<file path="src/design/pva_pkg.sv">
// pva_pkg: shared widths, defaults and request codes for the priority voice allocator
// no dependencies
package pva_pkg;

    localparam int VOICES_DEF = 8;

    localparam int KIND_W = 2;
    localparam int ID_W   = 16;
    localparam int PRIO_W = 16;
    localparam int SLOT_W = 3;

    localparam logic [KIND_W-1:0] KIND_START = 2'd0;
    localparam logic [KIND_W-1:0] KIND_STOP  = 2'd1;
    localparam logic [KIND_W-1:0] KIND_QUERY = 2'd2;

endpackage

</file>
<file path="src/design/priority_voice_allocator_unit.sv">
// priority_voice_allocator_unit: voice allocator over VOICES playback slots
// slot priorities and emitter ids live in two synchronous memories; the priority memory has one read and one write port
// depends on pva_pkg
//
// Usage: a request (i_kind, i_emitter_id, i_request_priority, i_slot_index) is
// taken at a rising edge with start high and busy low. Exactly one result per
// request appears on the o_ result ports for one cycle, marked by o_valid; the
// receiver cannot stall, so a result is never held back or repeated.
// Steps from the accepting edge to the result cycle:
//   start request : scan of the priority memory, one slot a cycle, then an
//                   emitter read and the write back
//   query request : the same scan, no write back
//   stop request  : read-modify-write of one priority entry
//   stop out of range or unused kind : no memory access, all-zero result
// The scan reads the priority memory one entry per cycle through its single
// read port. One request is worked on at a time; busy is low again in the
// result cycle, so the next request may be taken there.
// Reset clears every per-slot valid bit at once: an entry not yet written
// reads as free with priority zero, so no clearing pass is needed.
module priority_voice_allocator_unit #(
    parameter int VOICES = pva_pkg::VOICES_DEF
) (
    input  logic                      i_clk,
    input  logic                      i_rst_n,
    input  logic                      start,
    output logic                      busy,
    input  logic [pva_pkg::KIND_W-1:0] i_kind,
    input  logic [pva_pkg::ID_W-1:0]   i_emitter_id,
    input  logic [pva_pkg::PRIO_W-1:0] i_request_priority,
    input  logic [pva_pkg::SLOT_W-1:0] i_slot_index,
    output logic                      o_valid,
    output logic [pva_pkg::SLOT_W-1:0] o_chosen_slot,
    output logic                      o_evicted_valid,
    output logic [pva_pkg::ID_W-1:0]   o_evicted_emitter,
    output logic                      o_play_allowed
);

    localparam int IDX_W  = (VOICES > 1) ? $clog2(VOICES) : 1;
    localparam int PRIO_W = pva_pkg::PRIO_W;
    localparam int ID_W   = pva_pkg::ID_W;

    typedef enum logic [2:0] {
        S_IDLE,
        S_SCAN,
        S_SCAN_END,
        S_EMIT_RD,
        S_START_WR,
        S_STOP_RD,
        S_STOP_WR
    } t_state;

    t_state r_state;

    // priority memory word: {busy, priority}
    logic [PRIO_W:0]              r_slot_mem [VOICES];
    logic [ID_W-1:0]              r_emit_mem [VOICES];
    logic [VOICES-1:0]            r_slot_vld;

    logic [PRIO_W:0]              r_rd_word;
    logic                         r_rd_vld;
    logic                         r_rd_pend;
    logic [ID_W-1:0]              r_emit_q;

    logic [pva_pkg::KIND_W-1:0]   r_kind;
    logic [ID_W-1:0]              r_id;
    logic [PRIO_W-1:0]            r_prio;
    logic [IDX_W-1:0]             r_slot;
    logic [IDX_W-1:0]             r_cnt;

    logic [PRIO_W:0]              r_best;
    logic [IDX_W-1:0]             r_pick;
    logic                         r_best_busy;
    logic                         r_allowed;

    logic [PRIO_W:0]              n_best;
    logic [IDX_W-1:0]             n_pick;
    logic                         n_best_busy;
    logic                         n_allowed;

    logic [PRIO_W-1:0]            data_prio;
    logic                         data_busy;
    logic [IDX_W-1:0]             rd_addr;
    logic                         wr_en;
    logic [IDX_W-1:0]             wr_addr;
    logic [PRIO_W:0]              wr_data;
    logic                         emit_we;
    logic                         slot_in_range;

    assign busy          = (r_state != S_IDLE);
    assign data_prio     = r_rd_vld ? r_rd_word[PRIO_W-1:0] : '0;
    assign data_busy     = r_rd_vld & r_rd_word[PRIO_W];
    assign slot_in_range = (32'(i_slot_index) < 32'(VOICES));

    // scan step on the entry read in the previous cycle
    always_comb begin
        n_best      = r_best;
        n_pick      = r_pick;
        n_best_busy = r_best_busy;
        n_allowed   = r_allowed;
        if (r_rd_pend) begin
            if ({1'b0, data_prio} < r_best) begin
                n_best      = {1'b0, data_prio};
                n_pick      = r_cnt - IDX_W'(1);
                n_best_busy = data_busy;
            end
            if (!data_busy || (data_prio < r_prio)) begin
                n_allowed = 1'b1;
            end
        end
    end

    // memory port control
    always_comb begin
        rd_addr = r_cnt;
        wr_en   = 1'b0;
        wr_addr = r_pick;
        wr_data = {1'b1, r_prio};
        emit_we = 1'b0;
        unique case (r_state)
            S_STOP_RD: begin
                rd_addr = r_slot;
            end
            S_START_WR: begin
                wr_en   = 1'b1;
                emit_we = 1'b1;
            end
            S_STOP_WR: begin
                wr_en   = data_busy;
                wr_addr = r_slot;
                wr_data = {1'b0, data_prio};
            end
            default: begin
                rd_addr = r_cnt;
            end
        endcase
    end

    always_ff @(posedge i_clk) begin
        if (wr_en) begin
            r_slot_mem[wr_addr] <= wr_data;
        end
        r_rd_word <= r_slot_mem[rd_addr];
    end

    always_ff @(posedge i_clk) begin
        if (emit_we) begin
            r_emit_mem[r_pick] <= r_id;
        end
        r_emit_q <= r_emit_mem[r_pick];
    end

    always_ff @(posedge i_clk) begin
        if (!i_rst_n) begin
            r_state           <= S_IDLE;
            r_slot_vld        <= '0;
            r_rd_vld          <= 1'b0;
            r_rd_pend         <= 1'b0;
            r_cnt             <= '0;
            r_best            <= '0;
            r_pick            <= '0;
            r_best_busy       <= 1'b0;
            r_allowed         <= 1'b0;
            o_valid           <= 1'b0;
            o_chosen_slot     <= '0;
            o_evicted_valid   <= 1'b0;
            o_evicted_emitter <= '0;
            o_play_allowed    <= 1'b0;
        end else begin
            o_valid           <= 1'b0;
            o_chosen_slot     <= '0;
            o_evicted_valid   <= 1'b0;
            o_evicted_emitter <= '0;
            o_play_allowed    <= 1'b0;
            r_rd_vld          <= r_slot_vld[rd_addr];
            r_rd_pend         <= 1'b0;
            if (wr_en) begin
                r_slot_vld[wr_addr] <= 1'b1;
            end
            unique case (r_state)
                S_IDLE: begin
                    if (start) begin
                        r_kind      <= i_kind;
                        r_id        <= i_emitter_id;
                        r_prio      <= i_request_priority;
                        r_slot      <= IDX_W'(i_slot_index);
                        r_cnt       <= '0;
                        r_best      <= {1'b1, {PRIO_W{1'b0}}};
                        r_pick      <= '0;
                        r_best_busy <= 1'b0;
                        r_allowed   <= 1'b0;
                        if (i_kind == pva_pkg::KIND_START || i_kind == pva_pkg::KIND_QUERY) begin
                            r_state <= S_SCAN;
                        end else if (i_kind == pva_pkg::KIND_STOP && slot_in_range) begin
                            r_state <= S_STOP_RD;
                        end else begin
                            o_valid <= 1'b1;
                        end
                    end
                end
                S_SCAN: begin
                    r_best      <= n_best;
                    r_pick      <= n_pick;
                    r_best_busy <= n_best_busy;
                    r_allowed   <= n_allowed;
                    r_rd_pend   <= 1'b1;
                    r_cnt       <= r_cnt + IDX_W'(1);
                    if (r_cnt == IDX_W'(VOICES - 1)) begin
                        r_state <= S_SCAN_END;
                    end
                end
                S_SCAN_END: begin
                    r_best      <= n_best;
                    r_pick      <= n_pick;
                    r_best_busy <= n_best_busy;
                    r_allowed   <= n_allowed;
                    if (r_kind == pva_pkg::KIND_START) begin
                        r_state <= S_EMIT_RD;
                    end else begin
                        o_valid        <= 1'b1;
                        o_play_allowed <= n_allowed;
                        r_state        <= S_IDLE;
                    end
                end
                S_EMIT_RD: begin
                    r_state <= S_START_WR;
                end
                S_START_WR: begin
                    o_valid           <= 1'b1;
                    o_chosen_slot     <= pva_pkg::SLOT_W'(r_pick);
                    o_evicted_valid   <= r_best_busy;
                    o_evicted_emitter <= r_best_busy ? r_emit_q : '0;
                    r_state           <= S_IDLE;
                end
                S_STOP_RD: begin
                    r_state <= S_STOP_WR;
                end
                S_STOP_WR: begin
                    o_valid <= 1'b1;
                    r_state <= S_IDLE;
                end
                default: begin
                    r_state <= S_IDLE;
                end
            endcase
        end
    end

endmodule

</file>
<file path="config.mk">
export PLATFORM = sky130hd
export DESIGN_NAME = priority_voice_allocator_unit
export DESIGN_NICKNAME = d
export VERILOG_FILES = /design/src/design/pva_pkg.sv /design/src/design/priority_voice_allocator_unit.sv
export SDC_FILE = /design/constraint.sdc
export NUM_CORES = 1
export LEC_CHECK = 0
export BUFFER_PORTS_ARGS = -buffer_cell sky130_fd_sc_hd__buf_4
export CORE_MARGIN = 4
export CORE_UTILIZATION = 50
export CTS_CLUSTER_SIZE = 24
export DETAILED_ROUTE_END_ITERATION = 10
export PLACE_DENSITY = 0.67
export SYNTH_ARGS = -nofsm -noshare
export SYNTH_HDL_FRONTEND = slang
export SYNTH_SLANG_ARGS = --single-unit
</file>
<file path="constraint.sdc">
create_clock -name i_clk -period 5.6 [get_ports i_clk]
set_input_delay 0.56 -clock i_clk [delete_from_list [all_inputs] [get_ports i_clk]]
set_output_delay 0.56 -clock i_clk [all_outputs]
set_load 0.01 [all_outputs]
</file>
==> After elaboration in Yosys (flattened, before gate mapping) <==
Memories as Yosys holds them, arrays and structs flattened. A register that Yosys moved wholly into a read port is not among the register bits.
Index checks and enable logic that the tools add are counted.
{ "op_classes": {"addsub": 2, "n_mul": 0, "div": 0, "n_lt_le_gt_ge": 5, "eq_ne": 14, "n_shift": 0, "muxes": 42, "n_bitwise": 4, "n_reduce_logical": 20} }
{ "ops": {"columns": ["operator", "count"], "rows": [
  ["17-bit 2-to-1 mux", 4],
  ["17-bit one-hot mux with 2 select lines", 1],
  ["3-bit 2-to-1 mux", 9],
  ["16-bit by 17-bit less-than comparator with 1-bit output", 1],
  ["1-bit 2-to-1 mux", 17],
  ["16-bit less-than comparator", 1],
  ["16-bit 2-to-1 mux", 1],
  ["3-bit one-hot mux with 5 select lines", 1],
  ["3-bit == test, second input constant", 4],
  ["3-bit one-hot mux with 2 select lines", 2],
  ["3-bit AND reduction", 3],
  ["3-bit by 4-bit less-than comparator with 1-bit output, second input constant", 2],
  ["8-bit OR", 1],
  ["3-bit by 2-bit == test with 1-bit output, second input constant", 2],
  ["1-bit one-hot mux with 2 select lines", 3],
  ["2-bit AND reduction", 3],
  ["2-bit logical NOT", 2],
  ["2-bit by 1-bit inequality test with 1-bit output, second input constant", 2],
  ["2-bit inequality test, second input constant", 2],
  ["4-bit AND reduction", 1],
  ["2-bit nonzero test", 2],
  ["2-bit OR reduction", 2],
  ["3-bit by 1-bit adder with 3-bit output, second input constant", 1],
  ["1-bit binary-select mux with 3-bit select", 1],
  ["other kinds (17)", 19]
]} }
{ "word_totals": {"register_bits": 97, "latchBits": 0, "ram_bits": 264, "mem_bits_ro": 0, "inputBits": 40, "memories": 2} }
{ "memory_table": {"columns": ["memory", "words", "word_bits", "rd", "rd_clocked_by_memory_dff", "write_ports", "line", "rtl"], "rows": [
  ["r_slot_mem", 8, 17, 1, 1, 1, "priority_voice_allocator_unit.sv:55", "logic [PRIO_W:0] r_slot_mem [VOICES];"],
  ["r_emit_mem", 8, 16, 1, 1, 1, "priority_voice_allocator_unit.sv:56", "logic [ID_W-1:0] r_emit_mem [VOICES];"]
]} }

==> Longest topological paths before layout <==
{ "logic_depth": {"ltp_word": 7, "depth_mapped": 11, "mapped_depth_nobuf": 9} }

==> Worst setup path before layout <==
OpenSTA, ideal clock, no wires.
{ "synth_timing": {"kind": "reg-to-reg", "start": "register r_state[2]", "end": "register r_id[0], enable pin", "t_arrival_ns": 2.634, "required_time_ns": 5.169, "slack_ns": 2.534, "stages_incl_launch_ff": 5, "period_less_slack_ns": 3.066, "cell_sequence": "dfxtp_1 > clkbuf_1 > nor3_1 > nand2_1 > nor2_1"} }
{ "synth_between": {"elab_chain_cells": 2} }
{ "synth_lines": {"columns": ["item", "line", "rtl"], "rows": [
  ["from (decl)", "priority_voice_allocator_unit.sv:52", "t_state r_state;"],
  ["from (signal assigned)", "priority_voice_allocator_unit.sv:154", "r_state <= S_IDLE;"],
  ["from (signal assigned)", "priority_voice_allocator_unit.sv:192", "r_state <= S_SCAN;"],
  ["from (signal assigned)", "priority_voice_allocator_unit.sv:194", "r_state <= S_STOP_RD;"],
  ["3-bit logical NOT", "priority_voice_allocator_unit.sv:179", "unique case (r_state)"],
  ["3-bit AND reduction (no line)", null, null],
  ["to (signal assigned)", "priority_voice_allocator_unit.sv:183", "r_id <= i_emitter_id;"],
  ["to (decl)", "priority_voice_allocator_unit.sv:65", "logic [ID_W-1:0] r_id;"]
]} }
No other way between the ends.
A chain may end at the register's enable or synchronous reset.

==> Worst setup path in the final report <==
{ "layout_timing": {"start": "register r_state[2]", "end": "memory r_slot_mem[7][7] (netlist name), enable pin"} }
{ "layout_between": {"elab_chain_cells": 4} }
{ "layout_lines": {"columns": ["item", "line", "rtl"], "rows": [
  ["3-bit == test", "priority_voice_allocator_unit.sv:119", "unique case (r_state)"],
  ["1-bit one-hot mux with 2 select lines", "priority_voice_allocator_unit.sv:119", null],
  ["1-bit 2-to-1 mux", "priority_voice_allocator_unit.sv:139", "if (wr_en) begin"],
  ["1-bit 2-to-1 mux (not written as such)", "priority_voice_allocator_unit.sv:140", "r_slot_mem[wr_addr] <= wr_data;"],
  ["to (decl)", "priority_voice_allocator_unit.sv:55", null]
]} }
Parallel ways exist; a longest one is shown, timed or not.

==> impl_metrics.toml <==
[run_status]
outcome = "completed"

[sta]
rsz0062_at_grt = "false"
fmax_mhz = 307
setup_tns_ps = 0
finalMaxSlewViolations = 0
clock_skew_ps = 13.9
relSlewSlack = 0.208
fin_crit_ps = 3260
setup_viol = 0
max_slew.worst_pin.slew_ps = 1190
fin_ws_ps = 2340
timing.final.crit_share = 0.582
hold_violations = 0

[drt]
wirelength_um = 30300
drtIter0Drc = 641
dr.pass1.iters = 5
vias_per_cell = 5.56
vias = 8012
drc_errors = 0
wire_per_inst_um = 21.0
drtAntennaViolNets = 0

[global_route]
grt_pass1_wl_um = 47000
antenna_found_initial = 0
grt_pass1_vias = 8077
grt_start_max_net_pins = 43
grt_use_total = 0.184
grt_overflow = 0

[floorplanning]
fp-row-count = 63
start_util = 0.509
dieWidth_um = 182
dieHeight_um = 182
coreArea_sq_mm = 0.0297
die-area_sq_mm = 0.0331
io-pin-count = 63

[yosys]
syn_inst = 939
syn_area_sq_mm = 0.0151
yosys.cell_types.count = 55
synth_enable_flop_cells = 301
syn_nets = 1009
yosysSeqAreaShare = 0.720
async_reset_ff_frac = 0
ys_ff_latch = 394
yosysWarnings = 0
yosys_most_used_dff = "edfxtp_1"
avgSynthCellArea_sq_um = 16.1

[clock_tree]
clockBufferDepth = 3
cts_buffers = 41
post_cts_resized = 0
cts_root_buf = "clkbuf_16"
tritoncts = "built"
numClockSinks = 394
clkTransAtPathRegs_ps = 60
post_cts_buffers = 0
htreeDepth = 2
hold_buffers = 0
clkLatencyLatePin_ps = 530

[placement]
preCtsSetupSlack_ps = 2380
dp_hpwl_um = 18600
routabilityCongestion = 0.742
io_buffer_count = 62

[worst_setup_path]
worstPathRequired_ps = 5740
setup.worst_path.class = "flop to flop"
worst_setup_path_start_kind = "flop"
arrival_ps = 3400
path_max_fanout = 18
crit_path_end_kind = "flop"

[power_and_ir_drop]
power.density_mw_per_mm2 = 370
power_leakage_nw = 6.10
irDropWorstVdd_mv = 0.214

[finish]
syn_to_final_growth_pct = 15.9
n_fill_cell = 2192
drive_above_1_share = 0.243
final_cell_mix = "edfxtp_1, dfxtp_1, nand2_1, buf_4, mux2_2"
nets = 1087
final_common_cell = "edfxtp_1"
antennaDiodeCount = 0

[job]
cap_violations = 0

[hold_path]
hp-class = "input pin to flop"
-- stage by stage --
step / cells / power, W / utilization / instance area [sq um] / hold WS (ps)
after floorplan: 939 / 0.00358 / - / 15100 / 406
after global placement: 1364 / 0.00370 / 0.542 / 16100 / 408
after detailed placement: 1364 / 0.00371 / 0.542 / 16100 / 415
after CTS: 1440 / 0.00655 / 0.590 / 17500 / 181
after global routing: 1440 / 0.00673 / 0.590 / 17500 / 175
final: 1440 / 0.00649 / 0.590 / 17500 / 203
-- layer usage --
metal  wire (um)  track usage  vias to the layer above
met5           0            0                        -
met4         535       0.0426                        0
met3        1790       0.0339                       41
met2       13900        0.282                      242
met1       14100        0.276                     4010
li1            -            -                     3719
-- cell type report --
type | count | area (sq um) | share of cell area
clock buffer | 55 | 1140 | 0.0650
clock inverter | 21 | 305 | 0.0174
inverter | 38 | 143 | 0.00813
multi-input combinational | 464 | 3980 | 0.227
sequential | 394 | 10900 | 0.622
tap | 390 | 488 | 0.0278
timing repair buffer | 78 | 586 | 0.0334
-- critical path, stage by stage (launching register included) --
cell and delay (ps):
dfxtp_1 600, nor3b_1 630, nand2_1 330, a21boi_0 310, nor2_2 980
-- synth_stat cells, types with 4 or more instances --
cell / instances / area, sq um
o21ai_0: 21 / 105
nor2_1: 50 / 188
mux2i_1: 31 / 310
mux2_2: 47 / 529
and2_1: 30 / 188
nor3_1: 12 / 60.1
a211oi_1: 5 / 37.5
dfxtp_1: 93 / 1860
buf_1: 4 / 15.0
nor3b_1: 5 / 37.5
ha_1: 30 / 375
a21oi_1: 24 / 120
o22ai_1: 8 / 50.1
nand3_1: 10 / 50.1
a22oi_1: 8 / 60.1
nand4_1: 4 / 25.0
and3_1: 5 / 31.3
a221oi_1: 11 / 96.3
buf_2: 9 / 45.0
nand2_1: 79 / 297
mux4_2: 43 / 968
clkbuf_1: 24 / 90.1
buf_6: 4 / 45.0
inv_1: 37 / 139
edfxtp_1: 301 / 9040
-- worst paths after layout --
kind                                       startpoint              endpoint  slack, ps  cells past startpoint
worst max-delay path                       r_state[2]      r_slot_mem[7][7]       2340                      4
worst min-delay path            i_request_priority[1]             r_prio[1]        200                      1
worst max register to register             r_state[2]      r_slot_mem[7][7]       2340                      4
worst min register to register            r_emit_q[1]  o_evicted_emitter[1]        420                      1
-- state kept, by name (all words and copies together) (netlist names), 8 cells and up --
register / count
r_slot_mem: 136
r_emit_mem: 128
r_best: 17
r_rd_word: 17
o_evicted_emitter: 16
r_emit_q: 16
r_id: 16
r_prio: 16
r_slot_vld: 8
-- power by group --
| part | internal, W | switching [W] | total [W] | leakage (nW) |
|---|---|---|---|---|
| sequential | 0.00323 | 0.0000568 | 0.00329 | 3.50 |
| combinational | 0.000158 | 0.000198 | 0.000357 | 1.90 |
| clock | 0.00176 | 0.00108 | 0.00284 | 0.701 |
| total | 0.00515 | 0.00134 | 0.00649 | 6.10 |
-- cell families (layout without fill, tap and decap cells) --
| kind of cell | Yosys count | in the layout | synth area share |
|---|---|---|---|
| compound gates | 103 | 103 | 0.0463 |
| mux | 122 | 122 | 0.120 |
| flops | 394 | 394 | 0.720 |
| simple gates | 206 | 206 | 0.0633 |
| fa+ha+maj | 31 | 31 | 0.0255 |
| buf+inv | 81 | 192 | 0.0231 |
| xor+xnor | 2 | 2 | 0.00116 |
Note: power is estimated with default switching activity, not from simulation.
